$ cat src/sv/tsa_pkg.sv
// Shared constants, codes and request types for the task slot allocator.
package tsa_pkg;

    localparam int SLOT_COUNT  = 16;
    localparam int SLOT_W      = 5;
    localparam int IDX_W       = $clog2(SLOT_COUNT);
    localparam int STACK_DEPTH = SLOT_COUNT - 1;
    localparam int STK_IDX_W   = (STACK_DEPTH > 1) ? $clog2(STACK_DEPTH) : 1;

    typedef enum logic {
        OP_ALLOC   = 1'b0,
        OP_RELEASE = 1'b1
    } t_opcode;

    typedef enum logic [1:0] {
        SS_NEVER = 2'd0,
        SS_ALLOC = 2'd1,
        SS_FREE  = 2'd2
    } t_slot_state;

    typedef enum logic [1:0] {
        RES_OK        = 2'd0,
        RES_EXHAUSTED = 2'd1,
        RES_INVALID   = 2'd2,
        RES_NOT_ALLOC = 2'd3
    } t_result;

    typedef struct packed {
        logic              push;
        logic              pop;
        logic [SLOT_W-1:0] slot;
    } t_stack_req;

    typedef struct packed {
        logic             en;
        logic [IDX_W-1:0] addr;
        t_slot_state      state;
    } t_tbl_wr;

endpackage

$ cat src/sv/tsa_slot_table.sv
// Slot state memory with per-entry valid bits that restore the reset state.
module tsa_slot_table (
    input  logic                      i_clk,
    input  logic                      i_rst_n,
    input  logic                      i_rd_en,
    input  logic [tsa_pkg::IDX_W-1:0] i_rd_addr,
    input  tsa_pkg::t_tbl_wr          i_wr,
    output tsa_pkg::t_slot_state      o_rd_state
);
    import tsa_pkg::*;

    t_slot_state           mem [SLOT_COUNT];
    logic [SLOT_COUNT-1:0] r_valid;
    t_slot_state           r_rd_state;
    t_slot_state           n_rd_state;

    always_comb begin
        if (r_valid[i_rd_addr]) begin
            n_rd_state = mem[i_rd_addr];
        end else if (i_rd_addr == '0) begin
            n_rd_state = SS_ALLOC;
        end else begin
            n_rd_state = SS_NEVER;
        end
    end

    always_ff @(posedge i_clk) begin
        if (i_wr.en) begin
            mem[i_wr.addr] <= i_wr.state;
        end
        if (i_rd_en) begin
            r_rd_state <= n_rd_state;
        end
    end

    always_ff @(posedge i_clk) begin
        if (!i_rst_n) begin
            r_valid <= '0;
        end else if (i_wr.en) begin
            r_valid[i_wr.addr] <= 1'b1;
        end
    end

    assign o_rd_state = r_rd_state;

endmodule

$ cat src/sv/tsa_free_stack.sv
// LIFO memory of released slots with its depth pointer.
module tsa_free_stack (
    input  logic                       i_clk,
    input  logic                       i_rst_n,
    input  logic                       i_rd_en,
    input  tsa_pkg::t_stack_req        i_req,
    output logic [tsa_pkg::SLOT_W-1:0] o_rd_slot,
    output logic [tsa_pkg::SLOT_W-1:0] o_depth
);
    import tsa_pkg::*;

    logic [SLOT_W-1:0] mem [STACK_DEPTH];
    logic [SLOT_W-1:0] r_depth;
    logic [SLOT_W-1:0] n_depth;
    logic [SLOT_W-1:0] r_rd_slot;
    logic [SLOT_W-1:0] top_idx;
    logic              can_push;

    assign top_idx  = r_depth - 1'b1;
    assign can_push = (r_depth < SLOT_W'(STACK_DEPTH));

    always_comb begin
        n_depth = r_depth;
        if (i_req.pop && r_depth != '0) begin
            n_depth = r_depth - 1'b1;
        end else if (i_req.push && can_push) begin
            n_depth = r_depth + 1'b1;
        end
    end

    always_ff @(posedge i_clk) begin
        if (i_req.push && !i_req.pop && can_push) begin
            mem[r_depth[STK_IDX_W-1:0]] <= i_req.slot;
        end
        if (i_rd_en) begin
            r_rd_slot <= mem[top_idx[STK_IDX_W-1:0]];
        end
    end

    always_ff @(posedge i_clk) begin
        if (!i_rst_n) begin
            r_depth <= '0;
        end else begin
            r_depth <= n_depth;
        end
    end

    assign o_rd_slot = r_rd_slot;
    assign o_depth   = r_depth;

endmodule

$ cat src/sv/task_slot_allocator_top.sv
// Top level: request control, fresh-slot pointer, counts and result registers.
// A taken start enters the execute state; the result registers and strobe are loaded as it ends.
// Busy is high in the execute state; a new request is taken only once the last one is done.
// Each request reads the slot table and the stack together, then updates them as needed.
// Synchronous active-low reset: slot 0 allocated, all others never used, stack empty.
// The receiver cannot stall; each result is shown for exactly one cycle.
module task_slot_allocator_top (
    input  logic                       i_clk,
    input  logic                       i_rst_n,
    input  logic                       start,
    output logic                       busy,
    input  logic                       i_opcode,
    input  logic [4:0]                 i_release_slot,
    output logic                       o_result_valid,
    output logic [1:0]                 o_status,
    output logic [4:0]                 o_granted_slot,
    output logic [4:0]                 o_slots_in_use,
    output logic [4:0]                 o_slots_available
);
    import tsa_pkg::*;

    typedef enum logic {
        ST_IDLE,
        ST_EXEC
    } t_state;

    t_state            r_state;
    logic              r_busy;
    t_opcode           r_op;
    logic [SLOT_W-1:0] r_slot;
    logic [SLOT_W-1:0] r_fresh;
    logic [SLOT_W-1:0] n_fresh;
    logic [SLOT_W-1:0] r_in_use;
    logic [SLOT_W-1:0] n_in_use;
    logic              r_valid;
    t_result           r_status;
    t_result           n_status;
    logic [SLOT_W-1:0] r_grant;
    logic [SLOT_W-1:0] n_grant;
    logic [SLOT_W-1:0] r_avail;
    logic [SLOT_W-1:0] r_used;

    logic              accept;
    logic              exec;
    t_slot_state       tbl_rd;
    t_tbl_wr           tbl_wr;
    t_stack_req        stk_req;
    logic [SLOT_W-1:0] stk_rd;
    logic [SLOT_W-1:0] stk_depth;

    assign accept = start && !r_busy;
    assign exec   = (r_state == ST_EXEC);

    tsa_slot_table u_table (
        .i_clk      (i_clk),
        .i_rst_n    (i_rst_n),
        .i_rd_en    (accept),
        .i_rd_addr  (i_release_slot[IDX_W-1:0]),
        .i_wr       (tbl_wr),
        .o_rd_state (tbl_rd)
    );

    tsa_free_stack u_stack (
        .i_clk     (i_clk),
        .i_rst_n   (i_rst_n),
        .i_rd_en   (accept),
        .i_req     (stk_req),
        .o_rd_slot (stk_rd),
        .o_depth   (stk_depth)
    );

    always_comb begin
        n_status = RES_OK;
        n_grant  = '0;
        n_in_use = r_in_use;
        n_fresh  = r_fresh;
        stk_req  = '0;
        tbl_wr   = '0;
        if (exec) begin
            unique case (r_op)
                OP_ALLOC: begin
                    if (stk_depth != '0) begin
                        stk_req.pop  = 1'b1;
                        n_grant      = stk_rd;
                    end else if (r_fresh < SLOT_W'(SLOT_COUNT)) begin
                        n_grant      = r_fresh;
                        n_fresh      = r_fresh + 1'b1;
                    end else begin
                        n_status     = RES_EXHAUSTED;
                    end
                    if (n_status == RES_OK) begin
                        tbl_wr.en    = 1'b1;
                        tbl_wr.addr  = n_grant[IDX_W-1:0];
                        tbl_wr.state = SS_ALLOC;
                        n_in_use     = r_in_use + 1'b1;
                    end
                end
                OP_RELEASE: begin
                    if (r_slot == '0 || r_slot >= SLOT_W'(SLOT_COUNT)) begin
                        n_status = RES_INVALID;
                    end else if (tbl_rd != SS_ALLOC) begin
                        n_status = RES_NOT_ALLOC;
                    end else begin
                        tbl_wr.en    = 1'b1;
                        tbl_wr.addr  = r_slot[IDX_W-1:0];
                        tbl_wr.state = SS_FREE;
                        stk_req.push = 1'b1;
                        stk_req.slot = r_slot;
                        if (r_in_use != '0) begin
                            n_in_use = r_in_use - 1'b1;
                        end
                    end
                end
                default: begin
                    n_status = RES_OK;
                end
            endcase
        end
    end

    always_ff @(posedge i_clk) begin
        if (!i_rst_n) begin
            r_state  <= ST_IDLE;
            r_busy   <= 1'b0;
            r_valid  <= 1'b0;
            r_fresh  <= SLOT_W'(1);
            r_in_use <= '0;
        end else begin
            r_valid <= 1'b0;
            unique case (r_state)
                ST_IDLE: begin
                    if (accept) begin
                        r_state <= ST_EXEC;
                        r_busy  <= 1'b1;
                    end
                end
                ST_EXEC: begin
                    r_state  <= ST_IDLE;
                    r_busy   <= 1'b0;
                    r_valid  <= 1'b1;
                    r_fresh  <= n_fresh;
                    r_in_use <= n_in_use;
                end
                default: begin
                    r_state <= ST_IDLE;
                    r_busy  <= 1'b0;
                end
            endcase
        end
    end

    always_ff @(posedge i_clk) begin
        if (accept) begin
            r_op   <= t_opcode'(i_opcode);
            r_slot <= i_release_slot;
        end
        if (exec) begin
            r_status <= n_status;
            r_grant  <= n_grant;
            r_used   <= n_in_use;
            r_avail  <= SLOT_W'(SLOT_COUNT - 1) - n_in_use;
        end
    end

    assign busy              = r_busy;
    assign o_result_valid    = r_valid;
    assign o_status          = r_status;
    assign o_granted_slot    = r_grant;
    assign o_slots_in_use    = r_used;
    assign o_slots_available = r_avail;

endmodule

$ cat config.mk
export PLATFORM = sky130hd
export DESIGN_NAME = task_slot_allocator_top
export DESIGN_NICKNAME = d
export VERILOG_FILES = /design/src/sv/tsa_pkg.sv /design/src/sv/tsa_slot_table.sv /design/src/sv/tsa_free_stack.sv /design/src/sv/task_slot_allocator_top.sv
export SDC_FILE = /design/constraint.sdc
export NUM_CORES = 1
export LEC_CHECK = 0
export ABC_AREA = 1
export BUFFER_PORTS_ARGS = -buffer_cell sky130_fd_sc_hd__buf_2
export CAP_MARGIN = 20
export CORE_MARGIN = 5
export CORE_UTILIZATION = 29
export CTS_BUF_LIST = sky130_fd_sc_hd__clkbuf_8
export CTS_CLUSTER_DIAMETER = 200
export DETAILED_ROUTE_END_ITERATION = 10
export GPL_TIMING_DRIVEN = 0
export SETUP_SLACK_MARGIN = 0.4
export SLEW_MARGIN = 25
export SYNTH_ARGS = -nofsm -noshare
export SYNTH_HDL_FRONTEND = slang
export SYNTH_SLANG_ARGS = --single-unit
$ cat constraint.sdc
create_clock -name i_clk -period 2.2 [get_ports i_clk]
set_input_delay 0.22 -clock i_clk [delete_from_list [all_inputs] [get_ports i_clk]]
set_output_delay 0.22 -clock i_clk [all_outputs]
set_load 0.02 [all_outputs]
==> results.md, run 1 <==
- DRC viols: 0
- TritonCTS clock tree: done
- Final Skew: 0.0253 ns
- Initial core utilization: 29.5%
- Vias in the first global route: 5442
- Die extent in x: 171 µm
- Max Fanout on Critical Path: 6
- Crit Path Category: reg -> reg
- H-tree levels: 4
- WP data arrival: 2.42 ns
- Worst-skew pair later-pin latency: 0.47 ns
- Final min period: 2.25 ns
- Setup ws final: -0.0523 ns
- Leak Pwr: 3.49 nW
- First-pass GRT wire length: 28.5 mm
- Met1 wire length: 7.88 mm
- DP Cell Count: 1104
- GPL Wtd Cong: 0.872
- Slew Viols, Final: 0
- Average wire per cell in the routed design: 15.4 µm
- Rel. slew slack: 49.2%
- Die area: 29100 µm²
- Pin count of the biggest net entering global routing: 19
- Worst Setup Start Kind: register
- DPL Wire Length: 11.9 mm
- Cells after Synth: 733
- TritonCTS Buffers: 17
- Power, Total: 0.00627 W
- P&R area growth vs syn: 27.0%
- CP endpoint kind: register
- YS warnings: 0
- Wire length on met2: 9.11 mm
- IO buf count: 27
- Routed wire length: 18.2 mm
- Slew at the pin closest to its max-slew limit: 0.761 ns
- Post-synthesis sequential area ratio: 63.7%
- Setup violators final: 29
- NumNets Final: 855
- Hold WC Path Type: in -> reg
- Sink Count: 170
- Root Driver: clkbuf_8
- Initial antenna violation count: 0
- CTS Buffer Depth: 2
- Synth cell types: 40
- Final Hold Vio Count: 0
- Area post-placement: 8290 µm²
- Violated checks: setup timing
- Fraction of layout cells with a size suffix above 1: 29.7%
- Worst EP required: 2.37 ns
- Worst VDD drop: 0.445 mV
- Synthesized area per cell: 10.2 µm²
- Tot GR Track Use: 12.5%
- Clk pin slew, worst setup/hold paths: 0.11 ns
- # rows: 58
- Via count: 5528
- Status: complete, but fails checks
- Number of synthesized register bits: 170
- Met3 wire length: 937 µm
- Peak Freq: 0.444 GHz
- Antenna-violating nets left: 0
- Post-Layout Cell Count: 1181
- Via density: 4.68
- Setup TNS: -0.629 ns
- RSZ-0062 raised after global routing: true
- Core area: 25300 µm²
- Fin crit share: 102%
- Mapped cell area: 7480 µm²
- Core Util, Final: 37.5%
- Die H: 171 µm
- GR Overflow Total: 0
- First-pass DRT Iterations: 7
- ANT cells: 0
- Max Cap Violations: 0
- Top layer in use: met4
- Starting DRT DRC Count: 360
- Commonest non-fill, non-tap cell in the layout: edfxtp_1
- PwrDens: 660 nW/µm²
- I/O pin count: 28
- Most frequent cells in the layout: 136 x edfxtp_1, 87 x nor2_1, 76 x o21ai_0
- Final Cell Area: 9500 µm²
## cells in the mapped netlist
cell type,instances,area (µm²)
inv_2,5,18.8
nor3_1,7,35.0
nand2_2,3,18.8
nand3_2,3,30.0
a21oi_1,34,170
inv_1,82,308
o21ai_1,3,15.0
ha_1,8,100
nand3_4,1,17.5
o211ai_1,9,67.6
xor2_2,2,32.5
dfxtp_1,34,681
buf_4,2,15.0
xnor2_2,1,16.3
nor2_1,106,398
nand3_1,30,150
a31oi_1,1,6.26
conb_1,1,3.75
nor2_8,1,20.0
nor2_2,6,37.5
nor2_4,4,45.0
xor2_1,3,26.3
o31ai_1,1,7.51
buf_1,1,3.75
edfxtp_1,136,4080
nor3b_1,1,7.51
buf_2,10,50.1
o22ai_1,15,93.8
nand3b_1,1,7.51
nand4_1,4,25.0
buf_6,1,11.3
o221ai_1,6,52.6
nand2_4,1,11.3
o21bai_1,2,15.0
clkinv_1,1,3.75
o21ai_2,1,8.76
nor3_2,1,10.0
nand2_1,104,390
o21ai_0,86,430
clkbuf_1,15,56.3
## worst max-delay path: stages (launching register included)
cell     delay (ns)
dfxtp_4        0.36
buf_8          0.12
inv_4          0.04
buf_6          0.09
buf_12         0.09
ha_4           0.12
inv_2          0.04
nor2_4         0.20
nand2_4        0.11
nand2_2        0.08
nand2_2        0.06
nand2_2        0.08
nand3_4        0.13
nor2_4         0.23
nand2_2        0.11
inv_2          0.07
## registers in the layout, summed over array words and instances (netlist names), 2 cells and up
name and count:
o_granted_slot 5, o_slots_available 5, o_slots_in_use 4, o_status 2, r_fresh 5, r_in_use 5, r_slot 5, u_stack.mem 75
u_stack.o_depth 5, u_stack.o_rd_slot 5, u_table.mem 32, u_table.o_rd_state 2, u_table.r_valid 16
## stage by stage
step	hold WS, ns	worst slack [ns]
after floorplan	0.318	0.150
after global placement	0.401	-0.455
after detailed placement	0.404	-0.478
after CTS	0.0104	0.0194
after global routing	0.0196	-0.156
final	0.0336	-0.0523
## cell type report
type / instances / area, µm²
clock buffers: 17 / 234
multi-input cells: 460 / 2810
plain buffers: 29 / 209
clock inverters: 15 / 173
flip-flops and latches: 170 / 4770
inverters: 88 / 352
well taps: 330 / 413
repair buffers: 72 / 541
fillers: 2465 / 15800
## worst paths after layout
path | endpoint | start | slack (ns) | depth (start not counted)
max | u_table.mem[5][1]$_DFFE_PP_ | u_stack.o_depth[0]$_SDFFE_PN0P_ | -0.05 | 15
min | r_slot[2]$_DFFE_PP_ | i_release_slot[2] | 0.03 | 1
max reg2reg | u_table.mem[5][1]$_DFFE_PP_ | u_stack.o_depth[0]$_SDFFE_PN0P_ | -0.05 | 15
min reg2reg | u_table.r_valid[4]$_SDFFE_PN0P_ | u_table.r_valid[4]$_SDFFE_PN0P_ | 0.46 | 2
## routing by layer
layer	vias to the layer above	GRT usage, %
li1	2701	-
met1	2649	15.7
met2	156	21.3
met3	22	3.00
met4	0	4.06
met5	-	0
## cell families after synthesis
family / after synthesis / synth area share [%]
AND/OR/NAND/NOR: 273 / 16.1
flip-flops: 170 / 63.7
AO/OA/AOI/OAI: 158 / 11.6
buffers and inverters: 117 / 6.24
adder cells (fa/ha/maj): 8 / 1.34
XOR/XNOR: 6 / 1.00
other: 1 / 0.0501
## report_power, final
group / switching (W) / internal, W / leakage, nW
clock network: 0.00129 / 0.000963 / 0.207
registers: 0.0000249 / 0.00349 / 1.44
logic: 0.000324 / 0.000175 / 1.83
total: 0.00164 / 0.00463 / 3.49
## repair_timing
action	in CTS	in global routing
setup buffers	30	9
pin swaps	31	36
hold buffers	4	0
endpoints found under the setup margin	218	200
hold endpoints to repair	5	0
gates cloned	2	0
resized for setup	89	55
No activity file was read; power rests on OpenSTA's default activity.
==> run 2, diff against run 1 <==
--- a/config.mk
+++ b/config.mk
@@ -5,7 +5,7 @@
 export SDC_FILE = /design/constraint.sdc
 export NUM_CORES = 1
 export LEC_CHECK = 0
-export ABC_AREA = 1
+export ABC_AREA = 0
 export BUFFER_PORTS_ARGS = -buffer_cell sky130_fd_sc_hd__buf_2
 export CAP_MARGIN = 20
 export CORE_MARGIN = 5
==> run 2 against run 1 <==
Compared with the run above: the run still ends with setup timing left; core utilization up 1.8 points; via count down 15%; clock skew down 0.011 ns; cell count down 19%; worst setup slack worse by 0.24 ns; sequential power about the same; global-route usage up 0.12 points; highest routed layer is now met5.
==> results.md, run 2 <==
- Average wire per cell in the routed design: 18.3 µm
- Reg-to-reg endpoint: u_table.mem[7][0]$_DFFE_PP_
- Post-synth EDFFs: 136
- Post-Layout Cell Count: 961
- Violated checks: setup timing
- Initial antenna violation count: 1
- Top-count cell post-synth: edfxtp_1
- Most frequent cells in the layout: 136 x edfxtp_1, 35 x buf_4, 30 x buf_2, 30 x dfxtp_1, 26 x mux4_2
- Post-synthesis sequential area ratio: 65.4%
- Yosys top cell area share: 56.0%
- Max reg flops: 75
- Ys async rst share: 0%
- Synthesized area per cell: 14.8 µm²
- Via density: 4.86
- Slew at the pin closest to its max-slew limit: 1.07 ns
- Die extent in x: 169 µm
- Final Hold Vio Count: 0
- DP Cell Count: 863
- Pin count of the biggest net entering global routing: 19
- Top layer in use: met5
- Sink Count: 170
- CTS Buffer Depth: 2
- Via count: 4674
- Setup ws final: -0.292 ns
- DRC viols: 0
- Commonest non-fill, non-tap cell in the layout: edfxtp_1
- Tot GR Track Use: 12.6%
- Vias in the first global route: 4887
- H-tree levels: 4
- FF-to-FF path depth: 11
- PwrDens: 615 nW/µm²
- Setup violators final: 61
- NumNets Final: 635
- Flop2flop setup slack: -0.29 ns
- GPL Wtd Cong: 0.819
- Synth area leader: edfxtp_1
- Starting DRT DRC Count: 345
- GR Overflow Total: 0
- Die H: 169 µm
- Routed wire length: 17.6 mm
- Cells after Synth: 492
- Worst EP required: 2.39 ns
- CP endpoint kind: register
- Initial core utilization: 29.2%
- Antenna-violating nets left: 0
- Slew Viols, Final: 0
- TritonCTS clock tree: done
- Root Driver: clkbuf_8
- WHS: 0.0401 ns
- Top cells by area, synth: edfxtp_1 56%, dfxtp_1 9.3%, mux4_2 8.0%, mux2i_1 2.6%, nor2_1 2.4%
- Die area: 28400 µm²
- Fin crit share: 113%
- Crit Path Category: reg -> reg
- ANT cells: 0
- Met3 wire length: 772 µm
- Max Fanout on Critical Path: 4
- Reg2Reg Launch Point: u_stack.o_depth[0]$_SDFFE_PN0P_
- RSZ-0062 raised after global routing: true
- Fraction of layout cells with a size suffix above 1: 43.6%
- DPL Wire Length: 11.2 mm
- Wire length on met2: 9.16 mm
- Peak Freq: 0.401 GHz
- Mapped cell area: 7290 µm²
- Worst VDD drop: 0.387 mV
- I/O pin count: 28
- Max Cap Violations: 0
- Core area: 25000 µm²
- Hold Path Sink: r_slot[1]$_DFFE_PP_
- Most frequent cells after synthesis: 136 x edfxtp_1, 47 x nor2_1, 34 x dfxtp_1
- Number of synthesized register bits: 170
- Hold WC Path Type: in -> reg
- First-pass DRT Iterations: 4
- Top FF cell, synth: edfxtp_1
- Min-delay src: i_release_slot[1]
- YS warnings: 0
- Leak Pwr: 3.18 nW
- IO buf count: 27
- Synth cell types: 65
- Largest reg by FF count: u_stack.mem
- Final min period: 2.49 ns
- WP data arrival: 2.68 ns
- Hold Crit Depth: 1
- TritonCTS Buffers: 17
- Clk pin slew, worst setup/hold paths: 0.11 ns
- Rel. slew slack: 28.0%
- First-pass GRT wire length: 27.6 mm
- P&R area growth vs syn: 34.8%
- # rows: 58
- Status: complete, but fails checks
- Met1 wire length: 7.23 mm
- Worst-skew pair later-pin latency: 0.46 ns
- Largest regs: u_stack.mem: 75 flops, u_table.mem: 32 flops, u_table.r_valid: 16 flops
- Final Skew: 0.0144 ns
- Worst Setup Start Kind: register
==> run 2: cell count changes in the layout (fill, tap and decap cells not counted), moves of 9 or more <==
cell | previous run | this run
a21oi_1 | 22 | 7
inv_1 | 59 | 11
inv_2 | 21 | 2
mux2i_1 | 0 | 13
mux4_2 | 0 | 26
nand2_1 | 71 | 11
nand2_2 | 29 | 0
nand3_1 | 21 | 7
nor2_1 | 87 | 23
nor3_4 | 2 | 11
o21a_1 | 0 | 16
o21ai_0 | 76 | 1
o22ai_1 | 15 | 1
==> run 2: cell families (layout without fill, tap and decap cells) <==
| logic type | count (synthesis) | in the layout | synth area share (%) |
|---|---|---|---|
| and+or+nand+nor | 138 | 138 | 11.1 |
| adders and majority gates | 8 | 8 | 1.37 |
| buffers and inverters | 42 | 167 | 2.52 |
| muxes | 49 | 49 | 11.3 |
| DFF | 170 | 170 | 65.4 |
| other | 1 | 15 | 0.0515 |
| xor gates and xnor gates | 9 | 9 | 1.08 |
| AOI/OAI and AO/OA | 75 | 75 | 7.25 |
==> run 2: metal layers <==
metal | track usage [%] | vias to the layer above
met3 | 3.41 | 43
met4 | 4.66 | 2
met1 | 14.8 | 2355
met2 | 22.2 | 130
met5 | 0 | -
li1 | - | 2144
==> run 2: worst max path at each step <==
| stage | start | to | slack, ns |
|---|---|---|---|
| final | u_stack.o_depth[0]$_SDFFE_PN0P_ | u_table.mem[7][0]$_DFFE_PP_ | -0.29 |
| after global placement | r_op$_DFFE_PP_ | u_table.mem[15][1]$_DFFE_PP_ | -0.75 |
| after global routing | u_stack.o_depth[0]$_SDFFE_PN0P_ | u_table.mem[7][1]$_DFFE_PP_ | -0.36 |
| after detailed placement | r_op$_DFFE_PP_ | u_table.mem[15][1]$_DFFE_PP_ | -0.79 |
| after floorplan | u_stack.o_depth[0]$_SDFFE_PN0P_ | u_table.mem[14][0]$_DFFE_PP_ | -0.06 |
| after CTS | u_stack.o_depth[0]$_SDFFE_PN0P_ | u_table.r_valid[15]$_SDFFE_PN0P_ | -0.26 |
==> run 2: layout make-up <==
cell class	instances	area [µm²]
fill	2257	15100
clock inverter	15	154
timing repair buffer	93	808
clock buffer	17	234
buffer	26	215
multi-input combinational	294	3140
sequential	170	4770
inverter	16	80.1
tap	330	413
==> run 2: through the flow <==
stage / setup slack (ns) / TNS, ns / instance area [µm²] / util, % / total power (W)
floorplan: -0.0621 / -1.34 / 7640 / - / 0.00378
global placement: -0.750 / -48.30 / 8190 / 32.8 / 0.00386
detailed placement: -0.792 / -51.80 / 8190 / 32.8 / 0.00387
CTS: -0.258 / -6.89 / 9610 / 38.5 / 0.00606
global route: -0.364 / -14.15 / 9820 / 39.3 / 0.00626
finish: -0.292 / -9.38 / 9820 / 39.3 / 0.00604
==> run 2: worst max-delay path, stage by stage, from the launching register on <==
cell	delay [ns]
dfxtp_2	0.35
buf_8	0.12
buf_12	0.12
clkinv_8	0.04
ha_4	0.12
nor4b_4	0.24
buf_4	0.21
buf_12	0.11
mux2i_4	0.37
o221ai_4	0.20
nor3_2	0.19
buf_4	0.15
==> run 2: power by group <==
group | internal, W | switching [W]
combinational | 0.000174 | 0.000221
sequential | 0.00348 | 0.0000338
clock | 0.000847 | 0.00128
total | 0.00450 | 0.00154
==> run 2: repair_timing <==
item | in CTS | in global routing
endpoints found under the setup margin | 251 | 190
hold buffers | 4 | 0
buffers inserted | 52 | 8
pin swaps | 51 | 31
hold endpoints to repair | 4 | 0
gates resized for setup | 112 | 33
cloned | 2 | 0
